**config.mk**
```make
export PLATFORM = sky130hd
export DESIGN_NAME = button_debounce_hold_repeat_unit
export DESIGN_NICKNAME = d
export VERILOG_FILES = /design/src/hw/rtl/bdhr_pkg.sv /design/src/hw/rtl/bdhr_cfg.sv /design/src/hw/rtl/bdhr_step.sv /design/src/hw/rtl/button_debounce_hold_repeat_unit.sv
export SDC_FILE = /design/constraint.sdc
export NUM_CORES = 1
export LEC_CHECK = 0
export ABC_AREA = 1
export BUFFER_PORTS_ARGS = -buffer_cell sky130_fd_sc_hd__buf_2
export CAP_MARGIN = 25
export CORE_MARGIN = 3
export CORE_UTILIZATION = 30
export DETAILED_ROUTE_END_ITERATION = 12
export HOLD_SLACK_MARGIN = 0.15
export PLACE_DENSITY = 0.49
export REMOVE_ABC_BUFFERS = 1
export SYNTH_ARGS = -nofsm -noshare
export SYNTH_HDL_FRONTEND = slang
export SYNTH_SLANG_ARGS = --single-unit
```
**constraint.sdc**
```tcl
create_clock -name clk -period 4.2 [get_ports clk]
set_clock_uncertainty 0.15 [all_clocks]
set_input_delay 0.42 -clock clk [delete_from_list [all_inputs] [get_ports clk]]
set_output_delay 0.42 -clock clk [all_outputs]
set_load 0.01 [all_outputs]
```
**src/hw/rtl/bdhr_pkg.sv**
```systemverilog
// Package for the button debounce / hold / repeat block.
// Holds the mode and event codes, register indexes and the configuration struct.
// No dependencies.
package bdhr_pkg;

  localparam int CFG_INDEX_BITS = 8;

  // Mode codes.
  localparam logic [2:0] MODE_IDLE     = 3'd0;
  localparam logic [2:0] MODE_DEBOUNCE = 3'd1;
  localparam logic [2:0] MODE_PRESSED  = 3'd2;
  localparam logic [2:0] MODE_HOLD     = 3'd3;
  localparam logic [2:0] MODE_REPEAT   = 3'd4;
  localparam logic [2:0] MODE_RELEASE  = 3'd5;

  // Event codes.
  localparam logic [2:0] EV_NONE    = 3'd0;
  localparam logic [2:0] EV_PRESS   = 3'd1;
  localparam logic [2:0] EV_HOLD    = 3'd2;
  localparam logic [2:0] EV_REPEAT  = 3'd3;
  localparam logic [2:0] EV_RELEASE = 3'd4;

  // Register indexes.
  localparam logic [CFG_INDEX_BITS-1:0] REG_PRESSED_LEVEL  = 8'd0;
  localparam logic [CFG_INDEX_BITS-1:0] REG_DEBOUNCE_TICKS = 8'd1;
  localparam logic [CFG_INDEX_BITS-1:0] REG_HOLD_TICKS     = 8'd2;
  localparam logic [CFG_INDEX_BITS-1:0] REG_REPEAT_TICKS   = 8'd3;

  // Register reset values.
  localparam logic [31:0] DEBOUNCE_RESET = 32'd20;
  localparam logic [31:0] HOLD_RESET     = 32'd1000;
  localparam logic [31:0] REPEAT_RESET   = 32'd200;

  typedef struct packed {
    logic        pressed_level;
    logic [31:0] debounce_ticks;
    logic [31:0] hold_ticks;
    logic [31:0] repeat_ticks;
  } cfg_t;

endpackage

```
**src/hw/rtl/bdhr_cfg.sv**
```systemverilog
// Configuration register file of the button debounce / hold / repeat block.
// Depends on bdhr_pkg for register indexes, reset values and cfg_t.
module bdhr_cfg (
  input  logic                                 clk,
  input  logic                                 rst,
  input  logic                                 cfg_valid,
  output logic                                 cfg_ready,
  input  logic [bdhr_pkg::CFG_INDEX_BITS-1:0]  cfg_index,
  input  logic [31:0]                          cfg_data,
  output bdhr_pkg::cfg_t                       cfg
);

  assign cfg_ready = 1'b1;

  // Writes to indexes beyond the register list are dropped.
  always_ff @(posedge clk) begin
    if (rst) begin
      cfg.pressed_level  <= 1'b0;
      cfg.debounce_ticks <= bdhr_pkg::DEBOUNCE_RESET;
      cfg.hold_ticks     <= bdhr_pkg::HOLD_RESET;
      cfg.repeat_ticks   <= bdhr_pkg::REPEAT_RESET;
    end else if (cfg_valid) begin
      case (cfg_index)
        bdhr_pkg::REG_PRESSED_LEVEL:  cfg.pressed_level  <= cfg_data[0];
        bdhr_pkg::REG_DEBOUNCE_TICKS: cfg.debounce_ticks <= cfg_data;
        bdhr_pkg::REG_HOLD_TICKS:     cfg.hold_ticks     <= cfg_data;
        bdhr_pkg::REG_REPEAT_TICKS:   cfg.repeat_ticks   <= cfg_data;
        default: begin
        end
      endcase
    end
  end

endmodule

```
**src/hw/rtl/bdhr_step.sv**
```systemverilog
// Next-state and event logic of the button debounce / hold / repeat block.
// Purely combinational; depends on bdhr_pkg for mode and event codes and cfg_t.
module bdhr_step #(
  parameter int TICK_BITS = 32
) (
  input  logic [2:0]           mode,
  input  logic [TICK_BITS-1:0] last_tick,
  input  logic                 pin_level,
  input  logic [31:0]          tick_now,
  input  bdhr_pkg::cfg_t       cfg,
  output logic [2:0]           mode_next,
  output logic [2:0]           event_code,
  output logic                 tick_load,
  output logic [TICK_BITS-1:0] now
);

  // Common width for comparing elapsed time against the 32-bit limits.
  localparam int CW = (TICK_BITS > 32) ? TICK_BITS : 32;

  logic [CW-1:0]        tick_ext;
  logic [TICK_BITS-1:0] elapsed;
  logic [CW-1:0]        elapsed_ext;
  logic                 down;
  logic                 past_debounce;
  logic                 past_hold;
  logic                 past_repeat;

  assign tick_ext      = CW'(tick_now);
  assign now           = tick_ext[TICK_BITS-1:0];
  assign elapsed       = now - last_tick;
  assign elapsed_ext   = CW'(elapsed);
  assign down          = (pin_level == cfg.pressed_level);
  assign past_debounce = elapsed_ext > CW'(cfg.debounce_ticks);
  assign past_hold     = elapsed_ext > CW'(cfg.hold_ticks);
  assign past_repeat   = elapsed_ext > CW'(cfg.repeat_ticks);

  always_comb begin
    mode_next  = mode;
    event_code = bdhr_pkg::EV_NONE;
    tick_load  = 1'b0;
    case (mode)
      bdhr_pkg::MODE_IDLE: begin
        if (down) begin
          tick_load = 1'b1;
          mode_next = bdhr_pkg::MODE_DEBOUNCE;
        end
      end
      bdhr_pkg::MODE_DEBOUNCE: begin
        // A failed debounce still reports a release on the following poll.
        if (past_debounce) begin
          if (down) begin
            mode_next  = bdhr_pkg::MODE_PRESSED;
            event_code = bdhr_pkg::EV_PRESS;
          end else begin
            mode_next = bdhr_pkg::MODE_RELEASE;
          end
        end
      end
      bdhr_pkg::MODE_PRESSED: begin
        if (down) begin
          tick_load = 1'b1;
          mode_next = bdhr_pkg::MODE_HOLD;
        end else begin
          mode_next = bdhr_pkg::MODE_RELEASE;
        end
      end
      bdhr_pkg::MODE_HOLD: begin
        if (!down) begin
          mode_next = bdhr_pkg::MODE_RELEASE;
        end else if (past_hold) begin
          event_code = bdhr_pkg::EV_HOLD;
          tick_load  = 1'b1;
          mode_next  = bdhr_pkg::MODE_REPEAT;
        end
      end
      bdhr_pkg::MODE_REPEAT: begin
        if (!down) begin
          mode_next = bdhr_pkg::MODE_RELEASE;
        end else if (past_repeat) begin
          event_code = bdhr_pkg::EV_REPEAT;
          tick_load  = 1'b1;
        end
      end
      bdhr_pkg::MODE_RELEASE: begin
        event_code = bdhr_pkg::EV_RELEASE;
        mode_next  = bdhr_pkg::MODE_IDLE;
      end
      default: begin
        mode_next = bdhr_pkg::MODE_IDLE;
      end
    endcase
  end

endmodule

```
**src/hw/rtl/button_debounce_hold_repeat_unit.sv**
```systemverilog
// Top level of the button debounce / hold / repeat block.
// Instantiates bdhr_cfg and bdhr_step; depends on bdhr_pkg.
//
// Usage: each request on the input channel (in_valid / in_ready) is one poll
// of the button, carrying the sampled pin_level and the free-running
// tick_now. For every poll the block returns exactly one result request on
// the output channel (out_valid / out_ready) with the event_code (none,
// press, hold, repeat, release) and the mode_code after that poll.
// The configuration channel (cfg_valid / cfg_ready, cfg_index, cfg_data)
// writes the pressed level and the debounce, hold and repeat times; it is
// always ready, and indexes past the register list are ignored. Write it
// only while no poll is in flight.
// Pipeline: a poll is captured in the input register, its step is computed
// combinationally from that register and the result lands in the output
// register. Throughput is one poll per cycle while out_ready is high: the
// mode and last-tick registers update in the same cycle that loads the
// result, so the following poll sees the new state with no bubble.
// Stalls: while out_ready is low the result holds in the output register
// and the input register keeps one more poll; in_ready drops only when both
// are full.
// Reset (rst, synchronous): mode returns to idle, the last tick to zero,
// the registers to their defaults and both pipeline registers empty.
module button_debounce_hold_repeat_unit #(
  parameter int TICK_BITS = 32
) (
  input  logic                                clk,
  input  logic                                rst,
  input  logic                                in_valid,
  output logic                                in_ready,
  input  logic                                pin_level,
  input  logic [31:0]                         tick_now,
  output logic                                out_valid,
  input  logic                                out_ready,
  output logic [2:0]                          event_code,
  output logic [2:0]                          mode_code,
  input  logic                                cfg_valid,
  output logic                                cfg_ready,
  input  logic [bdhr_pkg::CFG_INDEX_BITS-1:0] cfg_index,
  input  logic [31:0]                         cfg_data
);

  bdhr_pkg::cfg_t       cfg;

  // Input register.
  logic                 in_full;
  logic                 in_pin;
  logic [31:0]          in_tick;

  // Block state.
  logic [2:0]           mode;
  logic [TICK_BITS-1:0] last_tick;

  // Step results.
  logic [2:0]           mode_next;
  logic [2:0]           step_event;
  logic                 tick_load;
  logic [TICK_BITS-1:0] now;

  logic                 advance;

  bdhr_cfg u_cfg (
    .clk       (clk),
    .rst       (rst),
    .cfg_valid (cfg_valid),
    .cfg_ready (cfg_ready),
    .cfg_index (cfg_index),
    .cfg_data  (cfg_data),
    .cfg       (cfg)
  );

  bdhr_step #(
    .TICK_BITS (TICK_BITS)
  ) u_step (
    .mode       (mode),
    .last_tick  (last_tick),
    .pin_level  (in_pin),
    .tick_now   (in_tick),
    .cfg        (cfg),
    .mode_next  (mode_next),
    .event_code (step_event),
    .tick_load  (tick_load),
    .now        (now)
  );

  // The held poll moves on whenever the output register is empty or is
  // being emptied this cycle.
  assign advance  = in_full && (!out_valid || out_ready);
  assign in_ready = !in_full || advance;

  always_ff @(posedge clk) begin
    if (rst) begin
      in_full <= 1'b0;
    end else if (in_ready) begin
      in_full <= in_valid;
    end
  end

  always_ff @(posedge clk) begin
    if (in_valid && in_ready) begin
      in_pin  <= pin_level;
      in_tick <= tick_now;
    end
  end

  // State commits together with the result so that back-to-back polls chain.
  always_ff @(posedge clk) begin
    if (rst) begin
      mode      <= bdhr_pkg::MODE_IDLE;
      last_tick <= '0;
    end else if (advance) begin
      mode <= mode_next;
      if (tick_load) begin
        last_tick <= now;
      end
    end
  end

  always_ff @(posedge clk) begin
    if (rst) begin
      out_valid <= 1'b0;
    end else if (advance) begin
      out_valid <= 1'b1;
    end else if (out_ready) begin
      out_valid <= 1'b0;
    end
  end

  always_ff @(posedge clk) begin
    if (advance) begin
      event_code <= step_event;
      mode_code  <= mode_next;
    end
  end

endmodule

```
# Yosys cells after proc, flatten, opt, wreduce, memory -nomap -nowiden
# Cells that the tools add are included.
[word_totals]
register_bits = 173
wordCells = 63
[classes]
addsub = 1
n_lt_le_gt_ge = 3
n_eq_ne = 9
n_mux = 23
n_reduce_logical = 15
[op_table]
columns = ["operator", "n"]
rows = [
  ["$gt 32x32->1", 3],
  ["$sub 32x32->32", 1],
  ["$mux 3", 10],
  ["$eq 8x2->1 const B", 2],
  ["$pmux 3 s5", 1],
  ["$pmux 3 s4", 1],
  ["$reduce_and 2->1", 5],
  ["$eq 8x1->1 const B", 1],
  ["$logic_not 8->1", 1],
  ["$mux 1", 8],
  ["$eq 3x2->1 const B", 2],
  ["$eq 3x3->1 const B", 2],
  ["$mux 2", 2],
  ["$eq 3x1->1 const B", 1],
  ["$logic_not 3->1", 1],
  ["$pmux 1 s3", 1],
  ["$logic_and 1x1->1", 2],
  ["$logic_not 1->1", 2],
  ["$logic_or 1x1->1", 2],
  ["$reduce_bool 2->1", 1],
  ["$reduce_or 2->1", 1],
  ["$eq 1x1->1", 1],
]

# Logic depth before layout (Yosys ltp)
# Gate-level depths: netlist of the first run.
[logic_depth]
depth_word = 6
ltp_mapped = 28
mapped_depth_nobuf = 28

# Cells and area by module
# From an unflattened synthesis of the first run, not the netlist that was laid out.
[hier_totals]
cells_unflattened = 1735
area_unflattened_um2 = 12012.8
[by_module_without_submodules]
columns = ["module", "n_inst", "cells_per_inst", "area_each_um2", "seq_area_each_um2"]
rows = [
  ["bdhr_step", 1, 820, 4890.9, 0.0],
  ["bdhr_cfg", 1, 578, 4085.2, 1941.9],
  ["button_debounce_hold_repeat_unit", 1, 337, 3036.7, 1911.8],
]

# Least setup slack after synthesis of the first run
# OpenSTA, ideal clock, no wires.
[synth_path]
path_type = "flip-flop to flip-flop"
start = "register in_tick[0]"
end = "register last_tick[11]"
setup_ps = 115
t_arrival_ps = 3346
required_ps = 3935
path_slack_ps = 589
path_stages_with_launch = 28
path_buffers = 1
synth_period_minus_slack_ps = 3611
path_cell_list = "edfxtp_1 -> inv_1 -> ha_1 -> inv_1 -> fa_1 -> nand3_1 -> nand2_1 -> nand3_1 -> nand2_1 -> a21oi_1 -> inv_1 -> nand2_1 -> nand2_1 -> nand2_1 -> nand2_1 -> xor2_1 -> ha_1 -> nand3_1 -> nor2_2 -> nand2_1 -> nand3_1 -> a21oi_1 -> nand2_1 -> nand3_2 -> nand3_4 -> buf_4 -> a21oi_1 -> nor2_1"
[synth_via]
elab_chain_len = 6
[synth_lines]
columns = ["element", "line_no", "rtl"]
rows = [
  ["from (decl)", "button_debounce_hold_repeat_unit.sv:47", "logic [31:0] in_tick;"],
  ["from (signal assigned)", "button_debounce_hold_repeat_unit.sv:101", "in_tick <= tick_now;"],
  ["$sub 32x32->32 *", "bdhr_step.sv:30", "assign elapsed = now - last_tick;"],
  ["$gt 32x32->1 (on tied branches)", "bdhr_step.sv:35, bdhr_step.sv:34", ""],
  ["$mux 1 (on tied branches)", "bdhr_step.sv:79, bdhr_step.sv:70", ""],
  ["$mux 1 (on tied branches)", "bdhr_step.sv:77, bdhr_step.sv:68", ""],
  ["$pmux 1 s3 *", "bdhr_step.sv:41", "case (mode)"],
  ["$reduce_and 2->1 (no source line) *", "--", ""],
  ["to (signal assigned)", "button_debounce_hold_repeat_unit.sv:113", "last_tick <= now;"],
  ["to (decl)", "button_debounce_hold_repeat_unit.sv:51", "logic [TICK_BITS-1:0] last_tick;"],
]
# Every way passes the cells marked *; elsewhere a longest branch is shown, timed or not.
# A chain may end at the register's enable or synchronous reset.

# Final worst setup path of the first run
[layout_path]
start = "register in_tick[0]"
end = "register last_tick[12]"
# The elaborated chain is that of the path after synthesis.

==> flow_metrics.py, run 1 <==
metrics = {
    "run_status": {
        "outcome": "finished clean",
    },
    "sta": {
        "period_share_pct": 99.0,
        "period_minus_slack_ns": 4.16,
        "slew_headroom_pct": 49.1,
        "rsz0062_at_grt": "yes",
        "worst_pin_slew_ns": 0.764,
        "finalMaxSlewViolations": 0,
        "finalHoldViolations": 0,
        "fmax_mhz": 240,
        "fin_tns_setup_ns": 0,
        "post-route-worst-setup-slack_ns": 0.0409,
        "setup_viol": 0,
    },
    "worst_setup_path": {
        "cp.arrival_ns": 4.35,
        "worst-path-stages": 29,
        "cp.required_ns": 4.39,
        "timing.reg2reg.setup_slack_ns": 0.04,
        "reg2reg_to": "last_tick[12]",
        "cpMaxStageDelayCell": "edfxtp_1",
        "crit_buf_inv": 5,
        "regToRegStartpoint": "in_tick[0]",
        "crit_path_max_incr_delay_ns": 0.40,
        "start_kind": "register",
        "cp_common_cell": "nand2_2",
        "critPathMaxFanout": 7,
        "critPathLaunch": "in_tick[0]",
        "r2r_cells": 29,
        "endpoint_kind": "register",
        "path_delay_family": "simple AND/OR/NAND/NOR gates",
        "crit_type": "register to register",
    },
    "cts": {
        "cts.reportedPaths.clkPinSlew_ns": 0.07,
        "clk_latency_ns": 0.45,
        "cts_max_level": 4,
        "cts_root_buf": "clkbuf_16",
        "cts_buffer_depth": 2,
        "cts.sinks": 173,
        "cts_inserted_buffers": 17,
        "cts_tree": "built",
    },
    "synth": {
        "synth.avg_cell_area_um2": 7.63,
        "ys.flop_type": "dfxtp_1",
        "synthArstFlopShare_pct": 0,
        "synth_area_mm2": 0.0104,
        "synth_seq_cells": 173,
        "synthTopCellsByCount": "inv_1 (215), nand2_1 (206), a21oi_1 (205)",
        "yosys-top-cells-area": "dfxtp_1 (26%), ha_1 (15%), edfxtp_1 (11%), a21oi_1 (9.9%), inv_1 (7.8%)",
        "synth-edff-count": 39,
        "synth_top_area_share_pct": 25.8,
        "synth.most_common_cell": "inv_1",
        "ys_types": 43,
        "synth_top_area_cell": "dfxtp_1",
        "yosysSeqAreaShare_pct": 37.0,
        "ys_warn_count": 0,
        "synth_cells": 1364,
    },
    "min_path": {
        "hold_start": "cfg_data[18]",
        "hp-class": "primary input to register",
        "holdPathStages": 3,
        "hold_path_end": "u_cfg.cfg[18]",
    },
    "layout": {
        "area_growth_pct": 30.7,
        "drive_above_1_share_pct": 17.6,
        "nNetsFinal": 1742,
        "fillers": 3498,
    },
    "route": {
        "avgViaCountPerCell": 4.63,
        "drc": 0,
        "drtIter0Drc": 527,
        "first_pass_iters": 5,
        "vias": 9251,
        "postRouteAntennaNets": 0,
        "drt_wl_total_mm": 29.6,
        "wl_per_cell_um": 14.8,
    },
    "pwr": {
        "p_comb_share_pct": 29.6,
        "p_clk_share_pct": 35.0,
        "swShare_pct": 32.2,
        "vdd_drop_max_mv": 0.294,
        "seqPwrFrac_pct": 35.4,
        "leakagePower_nw": 5.67,
        "power.internal_mw": 3.41,
        "p_switching_mw": 1.62,
        "power.density_mw_per_mm2": 370,
    },
    "grt": {
        "grt_pass1_wl_mm": 44.5,
        "grt_max_degree": 131,
        "antenna_found_initial": 2,
        "gr-total-overflow": 0,
        "grt_use_total_pct": 15.3,
        "grt_pass1_vias": 8662,
    },
    "place": {
        "routabilityCongestion": 0.868,
        "port_buffers": 85,
        "place_hpwl_mm": 20.4,
        "preCtsSetupSlack_ns": 0.00802,
    },
    "floorplan": {
        "die-area_mm2": 0.0370,
        "die_w_um": 192,
        "fp-row-count": 67,
        "start_util_pct": 30.7,
        "die_h_um": 192,
        "coreArea_mm2": 0.0339,
        "ios": 87,
    },
    "flow_run": {
        "drv_cap": 0,
    },
}
[tightest hold or removal path, cell delays in order]
cell     delay, ns
buf_2         0.11
o21ai_0       0.08
a21oi_1       0.10
[cells in the final DEF, fill, tap and decap left out, types with 15 or more instances in the layout]
| cell | n |
|---|---|
| inv_1 | 211 |
| dfxtp_1 | 134 |
| nor2_1 | 95 |
| buf_4 | 37 |
| edfxtp_1 | 39 |
| nand2_2 | 17 |
| dlygate4sd3_1 | 63 |
| ha_1 | 106 |
| a21oi_1 | 191 |
| o21ai_0 | 111 |
| a21oi_2 | 15 |
| clkbuf_16 | 24 |
| nand2_1 | 189 |
| ha_4 | 20 |
| buf_2 | 85 |
| nand3_1 | 49 |
[routing by layer]
metal,wire (µm),global-route usage (%),vias up
met3,889,2.54,32
met2,13300,24.2,147
met1,14900,21.4,4193
met4,482,4.34,2
li1,-,-,4877
met5,7,0,-
[layout make-up]
class / count / area, µm² / area share (%)
antenna: 1 / 2.50 / 0.0184
clock buffer: 19 / 475 / 3.50
clock inverter: 13 / 169 / 1.24
inverter: 217 / 817 / 6.01
multi-input combinational: 929 / 6140 / 45.1
sequential: 173 / 3850 / 28.3
tap: 448 / 561 / 4.12
timing repair buffer: 198 / 1580 / 11.6
[flip-flops by register name, indices dropped and copies added (netlist names)]
register / cells
u_cfg.cfg: 97
in_tick: 32
last_tick: 32
event_code: 3
mode: 3
mode_code: 3
in_full: 1
in_pin: 1
out_valid: 1
[stage by stage]
stage	power, mW	area, µm²	hold WS [ns]	util, %	std cells
global placement	3.02	11400	0.299	33.8	1882
floorplan	2.63	10200	0.288	-	1318
detailed placement	3.04	11400	0.303	33.8	1882
finish	5.03	13600	0.162	40.2	1998
CTS	4.87	12700	0.151	37.6	1977
global route	5.35	13600	0.172	40.2	1998
[worst max-delay path by stage]
stage	slack, ns	to
after floorplan	0.37	last_tick[0]
after global placement	0.04	last_tick[22]
after detailed placement	0.008	last_tick[22]
after CTS	0.05	mode_code[2]
after global routing	-0.15	last_tick[31]
final	0.04	last_tick[12]
[power by group through the flow]
stage | sequential, mW | clock (mW) | combinational [mW]
2_1_floorplan | 1.81 | 0 | 0.826
3_3_place_gp | 1.81 | 0 | 1.20
3_5_place_dp | 1.81 | 0 | 1.22
4_1_cts | 1.78 | 1.82 | 1.28
5_1_grt | 1.79 | 1.88 | 1.69
6_report | 1.78 | 1.76 | 1.49
[kinds of logic (layout without fill, tap and decap cells)]
logic type,after synthesis,count (layout),share of synthesized area [%]
other,1,2,0.0360
buffers and inverters,263,447,10.0
xor gates and xnor gates,32,32,2.76
DFF,173,173,37.0
adders and majority gates,128,128,15.5
AOI/OAI and AO/OA,361,361,18.4
and+or+nand+nor,406,407,16.3
[timing repair]
action,CTS,global route
setup endpoints to repair,27,40
resized for setup,2,116
buffers inserted,0,10
hold buffers,63,0
cloned,0,10
endpoints found under the hold margin,106,0
pin swaps,0,26
Note: power is estimated with default switching activity, not from simulation.
==> run 2, diff against run 1 <==
--- a/config.mk
+++ b/config.mk
@@ -6,7 +6,7 @@
 export NUM_CORES = 1
 export LEC_CHECK = 0
 export ABC_AREA = 1
-export BUFFER_PORTS_ARGS = -buffer_cell sky130_fd_sc_hd__buf_2
+export BUFFER_PORTS_ARGS = -buffer_cell sky130_fd_sc_hd__clkbuf_2
 export CAP_MARGIN = 25
 export CORE_MARGIN = 3
 export CORE_UTILIZATION = 30
==> run 2 against run 1 <==
  * Via count down 0.32%
  * Total power is 3.1% lower
  * Clock power fell by 10%
  * Combinational power about the same
  * Register-to-register slack gained 0.07 ns
==> flow_metrics.py, run 2 (synthesis gave the netlist of run 1 again) <==
metrics = {
    "pwr": {
        "finalPower_mw": 4.87,
        "leakagePower_nw": 5.69,
        "vdd_drop_max_mv": 0.303,
        "p_clk_share_pct": 32.5,
        "swShare_pct": 33.9,
        "power.internal_mw": 3.22,
        "p_comb_share_pct": 31.0,
        "p_switching_mw": 1.65,
        "power.density_mw_per_mm2": 358,
        "seqPwrFrac_pct": 36.5,
    },
    "grt": {
        "grt_max_degree": 131,
        "grt_pass1_wl_mm": 44.1,
        "antenna_found_initial": 2,
        "gr-total-overflow": 0,
        "grt_use_total_pct": 15.0,
        "grt_pass1_vias": 8553,
    },
    "min_path": {
        "holdPathStages": 3,
        "hold_path_end": "u_cfg.cfg[90]",
        "hold_start": "cfg_data[26]",
        "hp-class": "primary input to register",
    },
    "worst_setup_path": {
        "endpoint_kind": "register",
        "crit_type": "register to register",
        "cpMaxStageDelayCell": "edfxtp_1",
        "r2r_cells": 30,
        "cp.arrival_ns": 4.28,
        "reg2reg_to": "last_tick[11]",
        "timing.reg2reg.setup_slack_ns": 0.11,
        "critPathMaxFanout": 7,
        "crit_path_max_incr_delay_ns": 0.40,
        "regToRegStartpoint": "in_tick[0]",
        "cp.required_ns": 4.39,
        "start_kind": "register",
    },
    "place": {
        "place_hpwl_mm": 20.3,
        "port_buffers": 85,
        "dp_cells": 1883,
        "preCtsSetupSlack_ns": 0.0413,
        "routabilityCongestion": 0.867,
    },
    "floorplan": {
        "die-area_mm2": 0.0370,
        "die_h_um": 192,
        "ios": 87,
        "die_w_um": 192,
        "coreArea_mm2": 0.0339,
        "fp-row-count": 67,
        "start_util_pct": 30.7,
    },
    "sta": {
        "worst_pin_slew_ns": 0.886,
        "fin_tns_setup_ns": 0,
        "rsz0062_at_grt": "yes",
        "setup_viol": 0,
        "fin_hold_ws_ns": 0.171,
        "finalMaxSlewViolations": 0,
        "slew_headroom_pct": 40.9,
        "period_share_pct": 97.4,
        "finalHoldViolations": 0,
        "period_minus_slack_ns": 4.09,
        "post-route-worst-setup-slack_ns": 0.107,
        "fmax_mhz": 244,
    },
    "layout": {
        "finalNonFillerCells": 1998,
        "regMostFlops": "u_cfg.cfg",
        "nNetsFinal": 1742,
        "fillers": 3512,
        "final_cell_mix": "inv_1 (210), nand2_1 (191), a21oi_1 (173)",
        "final_common_cell": "inv_1",
        "largest_register_ff_count": 97,
        "drive_above_1_share_pct": 19.2,
        "area_growth_pct": 30.7,
        "reg_top3": "u_cfg.cfg x97, in_tick x32, last_tick x32",
    },
    "route": {
        "avgViaCountPerCell": 4.62,
        "wl_per_cell_um": 14.4,
        "postRouteAntennaNets": 0,
        "drt_wl_total_mm": 28.8,
        "first_pass_iters": 5,
        "drtIter0Drc": 465,
        "drc": 0,
        "vias": 9221,
    },
    "cts": {
        "cts_root_buf": "clkbuf_16",
        "cts_inserted_buffers": 17,
        "clk_latency_ns": 0.45,
        "cts_buffer_depth": 2,
        "cts_max_level": 4,
        "cts.reportedPaths.clkPinSlew_ns": 0.08,
        "cts.sinks": 173,
        "cts_tree": "built",
    },
    "flow_run": {
        "drv_cap": 0,
    },
    "run_status": {
        "outcome": "finished clean",
    },
}
-- run 2: how the worst max path moves through the flow --
| stage | slack [ns] | from | end |
|---|---|---|---|
| floorplan | 0.37 | in_tick[0] | last_tick[0] |
| global placement | 0.05 | in_tick[0] | last_tick[22] |
| detailed placement | 0.04 | in_tick[18] | last_tick[18] |
| CTS | 0.008 | in_tick[0] | last_tick[20] |
| global route | -0.17 | in_tick[0] | last_tick[13] |
| finish | 0.11 | in_tick[0] | last_tick[11] |
-- run 2: what timing repair did --
item / 4_1_cts / 5_1_grt
endpoints found under the setup margin: 0 / 40
buffers inserted: 0 / 10
resized for setup: 0 / 146
hold buffers: 62 / 0
hold endpoints to repair: 93 / 0
-- run 2: layer usage --
metal  up-vias  track usage, %  part of all wire (%)
met3        30            2.51                   3.5
met4         2            3.95                   1.4
met2       144            23.9                    45
met1      4168            21.1                    50
li1       4877               -                     -
met5         -               0                 0.045
-- run 2: power by group through the flow --
stage / Sequential [mW] / Combinational (mW) / Clock (mW)
6_report: 1.78 / 1.51 / 1.58
2_1_floorplan: 1.81 / 0.826 / 0
4_1_cts: 1.78 / 1.28 / 1.63
3_3_place_gp: 1.81 / 1.21 / 0
5_1_grt: 1.79 / 1.72 / 1.71
3_5_place_dp: 1.81 / 1.23 / 0
-- run 2: layout make-up --
type                            count  area [µm²]  area share [%]
Clock inverter                     14         121           0.892
Clock buffer                       18         450            3.31
Inverter                          217         817            6.00
Multi-Input combinational cell    928        6190            45.5
Timing Repair Buffer              199        1610            11.8
Antenna cell                        1        2.50          0.0184
Sequential cell                   173        3850            28.3
Tap cell                          448         561            4.12
-- run 2: through the flow --
stage / util, % / cell area [µm²]
floorplan: - / 10200
global placement: 33.8 / 11500
detailed placement: 33.8 / 11500
CTS: 37.3 / 12600
global route: 40.2 / 13600
finish: 40.2 / 13600
-- run 2: critical path, delay by kind of cell (launching register included) --
| family | cells | cell delay (ns) |
|---|---|---|
| simple gates | 19 | 1.63 |
| xor+xnor | 1 | 0.21 |
| fa+ha+maj | 3 | 0.79 |
| buf+inv | 6 | 0.64 |
| compound gates | 1 | 0.13 |
| flops | 1 | 0.40 |
==> run 3, diff against run 2 <==
==> constraint.sdc (replaced) <==
create_clock -name clk -period 5.05 [get_ports clk]
set_clock_uncertainty 0.15 [all_clocks]
set_input_delay 0.505 -clock clk [delete_from_list [all_inputs] [get_ports clk]]
set_output_delay 0.505 -clock clk [all_outputs]
set_load 0.01 [all_outputs]
==> run 3 against run 2 <==
  * Cell area fell by 10%
  * Worst hold slack about the same
  * Maximum frequency down 10%
  * Critical path type unchanged
  * Sequential cell count did not move
  * Non-clock buffer count down 66
  * Combinational power decreased by 34%
  * Critical path depth shrank 2
  * Largest cell class unchanged
==> flow_metrics.py, run 3 (synthesis gave the netlist of run 1 again) <==
metrics = {
    "route": {
        "first_pass_iters": 5,
        "wl_per_cell_um": 14.0,
        "drc": 0,
        "avgViaCountPerCell": 4.58,
        "drt_wl_total_mm": 27.0,
        "postRouteAntennaNets": 0,
        "drtIter0Drc": 470,
        "vias": 8849,
    },
    "pwr": {
        "p_switching_mw": 1.26,
        "power.internal_mw": 2.51,
        "leakagePower_nw": 5.19,
        "vdd_drop_max_mv": 0.250,
        "p_comb_share_pct": 26.2,
        "p_clk_share_pct": 34.7,
        "swShare_pct": 33.5,
        "seqPwrFrac_pct": 39.1,
        "power.density_mw_per_mm2": 309,
    },
    "layout": {
        "antenna_cells": 0,
        "fillers": 3564,
        "largest_register_ff_count": 97,
        "reg_top3": "u_cfg.cfg x97, in_tick x32, last_tick x32",
        "area_growth_pct": 17.5,
        "final_common_cell": "inv_1",
        "design_area_mm2": 0.0122,
        "nNetsFinal": 1676,
        "final_cell_mix": "inv_1 (214), a21oi_1 (205), nand2_1 (204)",
        "drive_above_1_share_pct": 9.64,
        "regMostFlops": "u_cfg.cfg",
        "utilization_pct": 36.1,
    },
    "sta": {
        "period_share_pct": 90.4,
        "post-route-worst-setup-slack_ns": 0.484,
        "fin_hold_ws_ns": 0.171,
        "period_minus_slack_ns": 4.57,
        "setup_viol": 0,
        "fin_tns_setup_ns": 0,
        "finalMaxSlewViolations": 0,
        "rsz0062_at_grt": "no",
        "slew_headroom_pct": 36.8,
        "fmax_mhz": 219,
        "worst_pin_slew_ns": 0.948,
        "finalHoldViolations": 0,
    },
    "min_path": {
        "holdPathStages": 3,
        "hp-class": "primary input to register",
    },
    "cts": {
        "clk_latency_ns": 0.45,
        "cts.reportedPaths.clkPinSlew_ns": 0.08,
        "cts_tree": "built",
        "cts_max_level": 4,
        "cts_buffer_depth": 2,
        "cts.sinks": 173,
        "cts_inserted_buffers": 17,
        "cts_root_buf": "clkbuf_16",
    },
    "worst_setup_path": {
        "r2r_cells": 28,
        "crit_buf_inv": 4,
        "crit_path_max_incr_delay_ns": 0.39,
        "critPathMaxFanout": 64,
        "crit_type": "register to register",
        "cp.required_ns": 5.23,
        "cp_common_cell": "nand2_1",
        "path_delay_family": "simple AND/OR/NAND/NOR gates",
        "start_kind": "register",
        "cpMaxStageDelayCell": "fa_1",
        "worst-path-stages": 28,
        "endpoint_kind": "register",
        "cp.arrival_ns": 4.75,
    },
    "place": {
        "preCtsSetupSlack_ns": 0.267,
        "place_area_mm2": 0.0113,
        "routabilityCongestion": 0.818,
        "place_hpwl_mm": 20.3,
        "port_buffers": 85,
    },
    "floorplan": {
        "fp-row-count": 67,
        "start_util_pct": 30.7,
        "die_h_um": 192,
        "ios": 87,
        "die-area_mm2": 0.0370,
        "coreArea_mm2": 0.0339,
        "die_w_um": 192,
    },
    "run_status": {
        "outcome": "finished clean",
    },
    "grt": {
        "grt_use_total_pct": 15.1,
        "grt_max_degree": 65,
        "antenna_found_initial": 0,
        "grt_pass1_wl_mm": 44.1,
        "gr-total-overflow": 0,
        "grt_pass1_vias": 8360,
    },
    "flow_run": {
        "drv_cap": 0,
    },
}
run 3: cell types whose count changed in the layout (fill, tap and decap cells not counted), sizes merged:
| cell | change |
|---|---|
| buf | -37 |
| clkbuf | -5 |
| clkinv | -2 |
| clkinvlp | +2 |
| diode | -1 |
| dlygate4sd3 | -24 |
run 3: path summary, 6_finish.rpt:
check                start            end  slack, ns
max             in_tick[0]  last_tick[19]       0.48
min            cfg_data[6]   u_cfg.cfg[6]       0.17
min reg2reg  u_cfg.cfg[92]  u_cfg.cfg[92]       0.31
max reg2reg     in_tick[0]  last_tick[19]       0.48
run 3: repair_timing:
action | 4_1_cts | 5_1_grt
gates resized for setup | 0 | 3
hold buffers | 38 | 0
buffers inserted | 0 | 0
hold endpoints to repair | 39 | 0
endpoints found under the setup margin | 0 | 32
run 3: stage by stage:
step / total power, mW / std cells
2_1_floorplan: 2.19 / 1318
3_3_place_gp: 2.46 / 1860
3_5_place_dp: 2.48 / 1861
4_1_cts: 3.83 / 1931
5_1_grt: 4.05 / 1931
6_report: 3.78 / 1931
run 3: final cells by class:
class                           instances  area (µm²)  share of cell area, %
Clock buffer                           18         450                   3.68
Clock inverter                         14         120                  0.982
Inverter                              217         815                   6.66
Multi-Input combinational cell        928        5530                   45.2
Sequential cell                       173        3850                   31.5
Tap cell                              448         561                   4.58
Timing Repair Buffer                  133         900                   7.36
run 3: power groups by stage:
stage / combinational [mW] / clock, mW / sequential (mW)
floorplan: 0.687 / 0 / 1.50
global placement: 0.956 / 0 / 1.51
detailed placement: 0.969 / 0 / 1.51
CTS: 0.997 / 1.36 / 1.48
global route: 1.15 / 1.42 / 1.48
finish: 0.990 / 1.31 / 1.48
run 3: worst min-delay path, delay by kind of cell:
family          cells  cell delay [ns]
buf+inv             1             0.11
compound gates      1             0.07
simple gates        1             0.05
run 3: per-layer routing:
metal	up-vias	part of all wire [%]	GRT usage (%)
met5	-	0	0
met4	0	1.7	4.37
met3	24	3.3	2.56
met2	151	44	23.4
met1	3930	51	21.7
li1	4744	-	-
